**src/hdl/qfl_pkg.sv**
```systemverilog
package qfl_pkg;

    localparam logic [63:0] FNV_BASIS = 64'hCBF29CE484222325;
    localparam logic [63:0] FNV_PRIME = 64'h00000100000001B3;
    localparam int BYTES = 8;
    localparam int CNT_W = $clog2(BYTES);

    typedef struct packed {
        logic        load;
        logic        first;
        logic [63:0] q;
    } fold_cmd_t;

    typedef enum logic [3:0] {
        ST_IDLE  = 4'b0001,
        ST_QUANT = 4'b0010,
        ST_FOLD  = 4'b0100,
        ST_EMIT  = 4'b1000
    } state_t;

    // The prime is 2^40 + 2^8 + 0xB3, so the product is two shifts and a narrow multiply.
    function automatic logic [63:0] fnv_step(input logic [63:0] acc, input logic [7:0] b);
        logic [63:0] x;
        logic [63:0] lo;
        x = acc ^ {56'd0, b};
        lo = x * {56'd0, FNV_PRIME[7:0]};
        return (x << 40) + (x << 8) + lo;
    endfunction

endpackage

```
**src/hdl/qfl_quant.sv**
```systemverilog
module qfl_quant (
    input  logic        aclk,
    input  logic        aresetn,
    input  logic        start,
    input  logic [63:0] value_bits,
    output logic        q_valid,
    output logic [63:0] q
);
    import qfl_pkg::*;

    logic        s1_valid_reg, s1_valid_next;
    logic        s1_sign_reg;
    logic        s1_nan_reg;
    logic        s1_inf_reg;
    logic        s1_tiny_reg;
    logic [10:0] s1_exp_reg;
    logic [62:0] s1_prod_reg;

    logic        s2_valid_reg, s2_valid_next;
    logic        s2_sign_reg;
    logic        s2_nan_reg;
    logic        s2_inf_reg;
    logic        s2_tiny_reg;
    logic signed [11:0] s2_e_reg;
    logic [52:0] s2_m_reg;

    logic        q_valid_reg, q_valid_next;
    logic [63:0] q_reg, q_next;

    logic [52:0] m_in;
    logic [62:0] prod;
    logic [52:0] keep;
    logic        guard;
    logic        sticky;
    logic        round_up;
    logic [53:0] rsum;
    logic signed [11:0] ebias;
    logic [52:0] m_next;
    logic signed [11:0] e_next;
    logic [5:0]  shr;
    logic [52:0] shifted;
    logic [52:0] rtap;
    logic [63:0] mag;
    logic signed [11:0] e_neg;

    assign m_in = {1'b1, value_bits[51:0]};
    assign prod = {m_in, 10'd0} - {6'd0, m_in, 4'd0} - {7'd0, m_in, 3'd0};

    always_comb begin
        if (s1_prod_reg[62]) begin
            keep   = s1_prod_reg[62:10];
            guard  = s1_prod_reg[9];
            sticky = |s1_prod_reg[8:0];
            ebias  = $signed({1'b0, s1_exp_reg}) - 12'sd1065;
        end else begin
            keep   = s1_prod_reg[61:9];
            guard  = s1_prod_reg[8];
            sticky = |s1_prod_reg[7:0];
            ebias  = $signed({1'b0, s1_exp_reg}) - 12'sd1066;
        end
        round_up = guard & (sticky | keep[0]);
        rsum = {1'b0, keep} + {53'd0, round_up};
        if (rsum[53]) begin
            m_next = rsum[53:1];
            e_next = ebias + 12'sd1;
        end else begin
            m_next = rsum[52:0];
            e_next = ebias;
        end
    end

    always_comb begin
        e_neg   = -s2_e_reg;
        shr     = e_neg[5:0];
        shifted = s2_m_reg >> shr;
        rtap    = s2_m_reg >> (shr - 6'd1);
        if (s2_e_reg >= 12'sd0) begin
            mag = {11'd0, s2_m_reg} << s2_e_reg[3:0];
        end else begin
            mag = {11'd0, shifted} + {63'd0, rtap[0]};
        end
        if (s2_nan_reg) begin
            q_next = 64'd0;
        end else if (s2_inf_reg || s2_e_reg >= 12'sd11) begin
            q_next = s2_sign_reg ? 64'h8000000000000000 : 64'h7FFFFFFFFFFFFFFF;
        end else if (s2_tiny_reg || s2_e_reg <= -12'sd54) begin
            q_next = 64'd0;
        end else begin
            q_next = s2_sign_reg ? (~mag + 64'd1) : mag;
        end
    end

    assign s1_valid_next = start;
    assign s2_valid_next = s1_valid_reg;
    assign q_valid_next  = s2_valid_reg;

    always_ff @(posedge aclk) begin
        if (!aresetn) begin
            s1_valid_reg <= 1'b0;
            s2_valid_reg <= 1'b0;
            q_valid_reg  <= 1'b0;
        end else begin
            s1_valid_reg <= s1_valid_next;
            s2_valid_reg <= s2_valid_next;
            q_valid_reg  <= q_valid_next;
        end
    end

    always_ff @(posedge aclk) begin
        if (start) begin
            s1_sign_reg <= value_bits[63];
            s1_exp_reg  <= value_bits[62:52];
            s1_nan_reg  <= (value_bits[62:52] == 11'h7FF) && (value_bits[51:0] != 52'd0);
            s1_inf_reg  <= (value_bits[62:52] == 11'h7FF) && (value_bits[51:0] == 52'd0);
            s1_tiny_reg <= (value_bits[62:52] == 11'h000);
            s1_prod_reg <= prod;
        end
        if (s1_valid_reg) begin
            s2_sign_reg <= s1_sign_reg;
            s2_nan_reg  <= s1_nan_reg;
            s2_inf_reg  <= s1_inf_reg;
            s2_tiny_reg <= s1_tiny_reg;
            s2_m_reg    <= m_next;
            s2_e_reg    <= e_next;
        end
        if (s2_valid_reg) begin
            q_reg <= q_next;
        end
    end

    assign q_valid = q_valid_reg;
    assign q       = q_reg;

    a_stage2_follows: assert property (@(posedge aclk) disable iff (!aresetn)
        s1_valid_reg |=> s2_valid_reg)
        else $error("Rounding stage did not follow the product stage.");
    a_out_follows: assert property (@(posedge aclk) disable iff (!aresetn)
        s2_valid_reg |=> q_valid_reg)
        else $error("Quantised value did not follow the rounding stage.");
    a_single_item: assert property (@(posedge aclk) disable iff (!aresetn)
        $countones({s1_valid_reg, s2_valid_reg, q_valid_reg}) <= 1)
        else $error("More than one item inside the quantiser.");

endmodule

```
**src/hdl/qfl_fold.sv**
```systemverilog
module qfl_fold (
    input  logic                aclk,
    input  logic                aresetn,
    input  qfl_pkg::fold_cmd_t  cmd,
    output logic                busy,
    output logic                done,
    output logic [63:0]         acc
);
    import qfl_pkg::*;

    logic [63:0]      acc_reg, acc_next;
    logic [63:0]      shift_reg, shift_next;
    logic [CNT_W-1:0] cnt_reg, cnt_next;
    logic             busy_reg, busy_next;
    logic             done_reg, done_next;

    always_comb begin
        acc_next   = acc_reg;
        shift_next = shift_reg;
        cnt_next   = cnt_reg;
        busy_next  = busy_reg;
        done_next  = 1'b0;
        if (cmd.load) begin
            acc_next   = cmd.first ? FNV_BASIS : acc_reg;
            shift_next = cmd.q;
            cnt_next   = '0;
            busy_next  = 1'b1;
        end else if (busy_reg) begin
            acc_next   = fnv_step(acc_reg, shift_reg[7:0]);
            shift_next = shift_reg >> 8;
            cnt_next   = cnt_reg + 1'b1;
            if (cnt_reg == CNT_W'(BYTES - 1)) begin
                busy_next = 1'b0;
                done_next = 1'b1;
            end
        end
    end

    always_ff @(posedge aclk) begin
        if (!aresetn) begin
            acc_reg  <= FNV_BASIS;
            cnt_reg  <= '0;
            busy_reg <= 1'b0;
            done_reg <= 1'b0;
        end else begin
            acc_reg  <= acc_next;
            cnt_reg  <= cnt_next;
            busy_reg <= busy_next;
            done_reg <= done_next;
        end
    end

    always_ff @(posedge aclk) begin
        shift_reg <= shift_next;
    end

    assign busy = busy_reg;
    assign done = done_reg;
    assign acc  = acc_reg;

    a_no_load_busy: assert property (@(posedge aclk) disable iff (!aresetn)
        cmd.load |-> !busy_reg)
        else $error("Fold loaded while still working on an item.");
    a_done_ends: assert property (@(posedge aclk) disable iff (!aresetn)
        done_reg |-> !busy_reg && $past(busy_reg))
        else $error("Fold finished without having been busy.");
    a_acc_holds: assert property (@(posedge aclk) disable iff (!aresetn)
        !busy_reg && !cmd.load |=> $stable(acc_reg))
        else $error("Accumulator changed while the fold was idle.");

endmodule

```
**src/hdl/quantized_fnv1a_log_hash_top.sv**
```systemverilog
// An item with last set passes the three-stage quantiser, the fold load, the byte-serial
// FNV fold and the emit state before its hash shows on m_valid. s_ready is high only in
// the idle state, so a new item is accepted only after the previous one has finished.
// An item with last waits longer while an earlier hash is still held on the output.
// Reset (aresetn low, synchronous) loads the offset basis into the accumulator and
// empties the quantiser, the fold and the output register.
module quantized_fnv1a_log_hash_top (
    input  logic        aclk,
    input  logic        aresetn,
    input  logic        s_valid,
    output logic        s_ready,
    input  logic [63:0] s_value_bits,
    input  logic        s_first,
    input  logic        s_last,
    output logic        m_valid,
    input  logic        m_ready,
    output logic [63:0] m_hash
);
    import qfl_pkg::*;

    state_t      state_reg, state_next;
    logic        first_reg, last_reg;
    logic        m_valid_reg, m_valid_next;
    logic [63:0] hash_reg, hash_next;
    logic        accept;
    logic        q_valid;
    logic [63:0] q;
    fold_cmd_t   cmd;
    logic        fold_busy;
    logic        fold_done;
    logic [63:0] acc;

    assign s_ready = (state_reg == ST_IDLE);
    assign accept  = s_valid && s_ready;

    qfl_quant u_quant (
        .aclk       (aclk),
        .aresetn    (aresetn),
        .start      (accept),
        .value_bits (s_value_bits),
        .q_valid    (q_valid),
        .q          (q)
    );

    assign cmd.load  = (state_reg == ST_QUANT) && q_valid;
    assign cmd.first = first_reg;
    assign cmd.q     = q;

    qfl_fold u_fold (
        .aclk    (aclk),
        .aresetn (aresetn),
        .cmd     (cmd),
        .busy    (fold_busy),
        .done    (fold_done),
        .acc     (acc)
    );

    always_comb begin
        state_next   = state_reg;
        m_valid_next = m_valid_reg && !m_ready;
        hash_next    = hash_reg;
        case (state_reg)
            ST_IDLE: begin
                if (accept) begin
                    state_next = ST_QUANT;
                end
            end
            ST_QUANT: begin
                if (q_valid) begin
                    state_next = ST_FOLD;
                end
            end
            ST_FOLD: begin
                if (fold_done) begin
                    state_next = last_reg ? ST_EMIT : ST_IDLE;
                end
            end
            ST_EMIT: begin
                if (!m_valid_reg || m_ready) begin
                    m_valid_next = 1'b1;
                    hash_next    = acc;
                    state_next   = ST_IDLE;
                end
            end
            default: begin
                state_next = ST_IDLE;
            end
        endcase
    end

    always_ff @(posedge aclk) begin
        if (!aresetn) begin
            state_reg   <= ST_IDLE;
            m_valid_reg <= 1'b0;
        end else begin
            state_reg   <= state_next;
            m_valid_reg <= m_valid_next;
        end
    end

    always_ff @(posedge aclk) begin
        hash_reg <= hash_next;
        if (accept) begin
            first_reg <= s_first;
            last_reg  <= s_last;
        end
    end

    assign m_valid = m_valid_reg;
    assign m_hash  = hash_reg;

    a_accept_idle_fold: assert property (@(posedge aclk) disable iff (!aresetn)
        accept |-> !fold_busy && !q_valid)
        else $error("Item accepted while the datapath was still working.");
    a_quant_in_state: assert property (@(posedge aclk) disable iff (!aresetn)
        q_valid |-> state_reg == ST_QUANT)
        else $error("Quantised value arrived outside the quantise state.");
    a_done_in_fold: assert property (@(posedge aclk) disable iff (!aresetn)
        fold_done |-> state_reg == ST_FOLD)
        else $error("Fold finished outside the fold state.");
    a_emit_loads: assert property (@(posedge aclk) disable iff (!aresetn)
        state_reg == ST_EMIT && state_next == ST_IDLE |=> m_valid_reg && hash_reg == $past(acc))
        else $error("Hash not loaded into the output register.");

endmodule
```
**config.mk**
```make
export PLATFORM = sky130hd
export DESIGN_NAME = quantized_fnv1a_log_hash_top
export DESIGN_NICKNAME = d
export VERILOG_FILES = /design/src/hdl/qfl_pkg.sv /design/src/hdl/qfl_quant.sv /design/src/hdl/qfl_fold.sv /design/src/hdl/quantized_fnv1a_log_hash_top.sv
export SDC_FILE = /design/constraint.sdc
export NUM_CORES = 2
export LEC_CHECK = 0
export BUFFER_PORTS_ARGS = -buffer_cell sky130_fd_sc_hd__buf_2
export CAP_MARGIN = 20
export CORE_MARGIN = 4
export CORE_UTILIZATION = 42
export CTS_CLUSTER_DIAMETER = 80
export DETAILED_ROUTE_END_ITERATION = 8
export PLACE_DENSITY = 0.68
export SYNTH_ARGS = -nofsm -noshare
export SYNTH_HDL_FRONTEND = slang
export SYNTH_HIERARCHICAL = 1
export SYNTH_SLANG_ARGS = --single-unit
```
**constraint.sdc**
```tcl
create_clock -name aclk -period 8.8 [get_ports aclk]
set_clock_uncertainty 0.15 [all_clocks]
set_input_delay 1.32 -clock aclk [delete_from_list [all_inputs] [get_ports aclk]]
set_output_delay 1.32 -clock aclk [all_outputs]
set_load 0.005 [all_outputs]
```
Yosys cells after proc, flatten, opt, wreduce, memory -nomap -nowiden
Cells that the tools add are included.

Bits in read-only memories: 0. Logic and storage cells: 113. Flip-flop bits (word level): 418. Bits in latches: 0. Memories kept: 0. Bits in writable memories: 0.

Bitwise logic cells: 6. Add/sub/neg operators: 13. Mux-type cells: 28. Reductions and logical operators: 21. Div/mod/pow operators: 0. Shift-type cells: 3. Equality and inequality tests: 11. Order comparisons: 3. Multiply operators: 1.

Operator list (count): 64-bit two-way mux (10); 64-bit adder (2); 53-bit by 1-bit adder with 54-bit output (2); 64-bit by 1-bit adder with 64-bit output, second input constant (1); 64-bit by 8-bit multiplier with 64-bit output, second input constant (1); 64-bit NOT (1); 53-bit by 4-bit left shift with 64-bit output (1); 64-bit by 8-bit XOR with 64-bit output (1); 63-bit by 56-bit subtractor with 63-bit output (1); 63-bit by 57-bit subtractor with 63-bit output (1); 53-bit two-way mux (1); 53-bit by 6-bit right shift with 1-bit output (1); 53-bit by 6-bit right shift with 53-bit output (1); 52-bit logical NOT (1); 52-bit two-way mux (1); 52-bit nonzero test (1); 12-bit two-way mux (2); 11-bit by 11-bit subtractor with 12-bit output, second input constant (2); 4-bit two-way mux (5); 4-bit case mux with 4 select lines (1); 12-bit by 2-bit adder with 12-bit output, second input constant (1); 12-bit by 1-bit greater-or-equal comparator with 1-bit output, second input constant (1); 12-bit by 5-bit greater-or-equal comparator with 1-bit output, second input constant (1); 12-bit by 7-bit <= comparator with 1-bit output, second input constant (1); other kinds (26) (45).

Depth between registers and ports, before layout
Depth after elaboration: 10. Gate-level depth with buffers: 36.

Hierarchy
The synthesis kept the hierarchy.

By module, submodules not included: qfl_quant (instances 1, cells each 2930, seq. area each 6306.0 um^2, area an instance 26025.0 um^2); qfl_fold (instances 1, cells each 1464, seq. area each 3303.2 um^2, area an instance 16216.8 um^2); quantized_fnv1a_log_hash_top (instances 1, cells each 105, seq. area each 2082.0 um^2, area an instance 2294.7 um^2).

Least setup slack after synthesis
Ideal clock, no wire load.

Path type: register -> register. From: reg u_quant.s2_e_reg[0]. To: reg u_quant.q_reg[62], in the netlist u_quant/q[62], data pin. Required time: 8384 ps. Period minus slack after synthesis: 8796 ps. Setup slack: 4 ps. Arrival time: 8379 ps. Cell stages (with the launch flop): 34. Cells stage by stage: edfxtp_1 buf_6 buf_6 buf_4 buf_4 clkinv_1 buf_1 ha_1 buf_2 xor2_2 buf_4 buf_4 buf_4 buf_4 buf_4 buf_2 xnor2_1 clkbuf_1 mux4_2 mux4_2 mux4_2 ha_1 and3_1 o21ai_0 clkbuf_1 nor2_1 a41o_1 a311oi_4 nand3b_2 nor4_4 nand4_2 o41ai_2 xnor2_1 o21ai_1.

Word-level cells in the longest chain between the ends: 10. Elaborated cells between the ends (all ways): 17. Those cells by class: add/sub (4); order compare (3); shift (3); mux (4); bitwise (1); reduce/logical (2).

RTL lines: start: declaration (RTL line qfl_quant.sv:24) `logic signed [11:0] s2_e_reg;`; start signal: assignment (RTL line qfl_quant.sv:124) `s2_e_reg <= e_next;`; 6-bit negation (RTL line qfl_quant.sv:73) `e_neg = -s2_e_reg;`; 6-bit by 1-bit subtractor with 6-bit output (RTL line qfl_quant.sv:76) `rtap = s2_m_reg >> (shr - 6'd1);`; 53-bit by 6-bit right shift with 1-bit output (RTL line qfl_quant.sv:76); 53-bit by 1-bit adder with 54-bit output (RTL line qfl_quant.sv:80) `mag = {11'd0, shifted} + {63'd0, rtap[0]};`; 64-bit two-way mux (RTL line qfl_quant.sv:77) `if (s2_e_reg >= 12'sd0) begin`; 64-bit NOT (RTL line qfl_quant.sv:89) `q_next = s2_sign_reg ? (~mag + 64'd1) : mag;`; 64-bit by 1-bit adder with 64-bit output (RTL line qfl_quant.sv:89); 64-bit two-way mux (RTL line qfl_quant.sv:89); 64-bit two-way mux (RTL line qfl_quant.sv:86) `end else if (s2_tiny_reg || s2_e_reg <= -12'sd54) begin`; 64-bit two-way mux (*) (RTL line qfl_quant.sv:84) `end else if (s2_inf_reg || s2_e_reg >= 12'sd11) begin`; end signal: assignment (RTL line qfl_quant.sv:127) `q_reg <= q_next;`; end: declaration (RTL line qfl_quant.sv:28) `logic [63:0] q_reg, q_next;`.

Every way passes the cells marked *; elsewhere a longest branch is shown, timed or not. A chain may end at the register's enable or synchronous reset.

Final worst setup path
From: reg u_quant.s2_e_reg[1]. To: reg u_quant.q_reg[63], in the netlist u_quant/q[63], data pin.

The elaborated chain is that of the path after synthesis.

==> out/metrics.cfg <==
[cells_and_area]
mostFrequentLayoutCells = nand2_1, edfxtp_1, ha_1
fin_nets = 5217
antennaDiodeCount = 0
areaGrowthSynthToFinish_pct = 8.34
layout_commonest_cell = nand2_1
drive_gt1_frac = 0.127
final_cells = 5963

[yosys]
syn_area_um2 = 44500
synth.distinct_cells = 121
yosysTopAreaCellShare = 0.228
ys_seq_area_frac = 0.263
ys.flop_type = edfxtp_1
synth_seq_cells = 415
synth_compound_area_frac = 0.152
synthTopCellsByArea = edfxtp_1, fa_1, ha_1
syn_nets = 5186
synth_xor_area_frac = 0.0576
yosys.area.top_type = edfxtp_1
synth_edf_count = 338
yosys.area_share.simple = 0.150
syn_inst = 4499
synthAdderAreaFrac = 0.222
syn_area_per_cell_um2 = 9.90
ys_async_sr_fraction = 0
synth.area.mux_share = 0.109
synth_top_family_by_area = adder cells
ys_warn_count = 6

[sta]
tns_ns = 0
finalHoldViolCount = 0
fin_crit_sh = 0.907
rsz0062_at_grt = no
tightest_slew_ns = 1.10
setup_viol = 0
fmax_mhz = 125
maxSlewHeadroom = 0.260
slew_viol_final = 0
fin_crit_ns = 7.98

[run]
maxCapViolCount = 0

[worst_setup_path]
critPathTopFamily = simple AND/OR/NAND/NOR gates
crit_chain = buf_4, o31ai_4, nand2_4, xnor2_1, buf_4, mux4_2, nor2b_1, a211oi_1, a21oi_1, mux4_2, ha_1, ha_1, o211ai_1, buf_4, a21oi_1, nor4b_1, o31a_1, nand4_1, or3_1, nor2_1, nand4_2, nor4_1, xnor2_1, o22ai_1
critPathMostFrequentCell = buf_4
required_ns = 9.00
cp_slowest_cell = o31ai_4
worstSetupPathType = reg -> reg
worst_ep_arrival_time_ns = 8.18
endpoint_kind = flop
worst-path-max-fanout = 46
critPathLaunchType = flop
max_stage_delay_ns = 0.81
path_buf_inv = 3

[clocking]
cts_buffers = 53
path_clk_slew_ns = 0.06
clockRootBuffer = clkbuf_16
postCtsHoldBufs = 0
cts_tree = yes
insertion_delay_ns = 0.63
clkSinkCount = 415
h-tree-depth = 2
clock_path_buffers = 3
cts.repair.resized = 0
cts_setup_buffers = 0

[pwr]
switchingPower_w = 0.00248
p_int_w = 0.00456
comb_power_share = 0.339
p_seq_frac = 0.344
power_density_nw_per_um2 = 146
pwr-share-clk = 0.317
power.leakage_nw = 19.0
switching_share = 0.352
ir_drop_mv = 0.187

[grt]
globalRouteMet2Util = 0.393
grt_pass1_wl_um = 206000
use_met3 = 0.0272
grt_max_degree = 124
grt_pass1_vias = 35636
gr-max-usage-layer = met2
overflow = 0
grt_use_total = 0.232
grt_use_met1 = 0.304
antenna_found_initial = 4

[placement]
io_buffers = 135
place.gp.congestion = 0.991
dp.cells = 5866
hpwl_um = 102000

[die]
die_x_um = 334
rows = 119
start_util = 0.423
io_pins = 136
die_h_um = 334
fp.dieArea_um2 = 111000
core_area_um2 = 105000

[route]
dr.pass1.iters = 8
drt_iter0_drc = 3275
route.detailed.drc = 0
ant_nets = 0
routedWlPerCell_um = 22.2
wirelength_um = 132000
via_count = 35818
via_per_inst = 6.01

[worst_hold_path]
hp-class = reg -> reg

[status]
status = complete, no violations

[routing by layer]
metal,part of all wire,wire length [µm]
met4,0.046,6110
met3,0.059,7800
met5,0,0
met2,0.48,63000
met1,0.42,55400
[power groups by stage]
stage	Combinational [W]	Clock [W]	Sequential [W]
global route	0.00259	0.00236	0.00244
CTS	0.00235	0.00229	0.00242
global placement	0.00232	0	0.00245
floorplan	0.00173	0	0.00241
detailed placement	0.00233	0	0.00246
finish	0.00238	0.00223	0.00242
[worst register-to-register path, cell delays in order, from the launching register on]
cell and delay (ns):
edfxtp_1 0.42, buf_4 0.33, o31ai_4 0.82, nand2_4 0.36, xnor2_1 0.26, buf_4 0.19, mux4_2 0.31, nor2b_1 0.14
a211oi_1 0.22, a21oi_1 0.08, mux4_2 0.56, ha_1 0.28, ha_1 0.22, o211ai_1 0.29, buf_4 0.27, a21oi_1 0.05
nor4b_1 0.38, o31a_1 0.24, nand4_1 0.22, or3_1 0.52, nor2_1 0.38, nand4_2 0.32, nor4_1 0.44, xnor2_1 0.17
o22ai_1 0.11
[cell type report]
type | instances | area (µm²)
clock buffers | 60 | 1370
clock inverters | 37 | 428
fillers | 9956 | 57000
inverters | 263 | 987
multi-input cells | 3594 | 30800
flip-flops and latches | 415 | 11700
well taps | 1391 | 1740
repair buffers | 203 | 1200
[final timing paths]
kind | startpoint | endpoint | slack, ns | cells after the start
setup / recovery | u_quant/s2_e_reg[1]$_DFFE_PP_ | u_quant/q[63]$_SDFFCE_PP0P_ | 0.82 | 24
hold / removal | u_quant/s1_tiny_reg$_DFFE_PP_ | u_quant/s2_tiny_reg$_DFFE_PP_ | 0.27 | 0
setup reg to reg | u_quant/s2_e_reg[1]$_DFFE_PP_ | u_quant/q[63]$_SDFFCE_PP0P_ | 0.82 | 24
hold reg to reg | u_quant/s1_tiny_reg$_DFFE_PP_ | u_quant/s2_tiny_reg$_DFFE_PP_ | 0.27 | 0
[cells in the mapped netlist, types with 26 or more instances]
cell type,instances
o21ai_0,224
buf_1,32
dfxtp_1,77
nand3_1,135
xor2_1,111
a211oi_1,50
fa_1,291
nor4_1,40
nor2_1,252
a21oi_1,244
ha_1,326
inv_1,259
o211ai_1,26
a21o_1,79
and3_1,50
mux4_2,114
edfxtp_1,338
nor3_1,70
nand2b_1,35
buf_2,31
nand4_1,59
a31oi_1,40
xnor2_1,178
o22ai_1,32
mux2i_1,129
o31ai_1,37
mux2_2,90
and2_1,60
nor2b_1,68
nand2_1,420
clkbuf_1,125
or3_1,28
o21a_1,34
[through the flow]
stage	instance area, µm²	setup WS (ns)	total power (W)	hold slack (ns)	utilization
floorplan	44500	0.00436	0.00414	0.250	-
global placement	46400	1.29	0.00477	0.253	0.441
detailed placement	46500	1.01	0.00479	0.255	0.441
CTS	48300	0.980	0.00705	0.269	0.458
global route	48300	0.434	0.00738	0.276	0.458
finish	48300	0.822	0.00704	0.267	0.458
[logic make-up (layout without fill, tap and decap cells)]
family	Yosys count	in the layout
AOI/OAI and AO/OA	1023	1023
xor gates and xnor gates	291	291
adders and majority gates	617	617
buffers and inverters	490	563
DFF	415	415
muxes	333	333
and+or+nand+nor	1330	1330
Note: power is estimated with default switching activity, not from simulation.
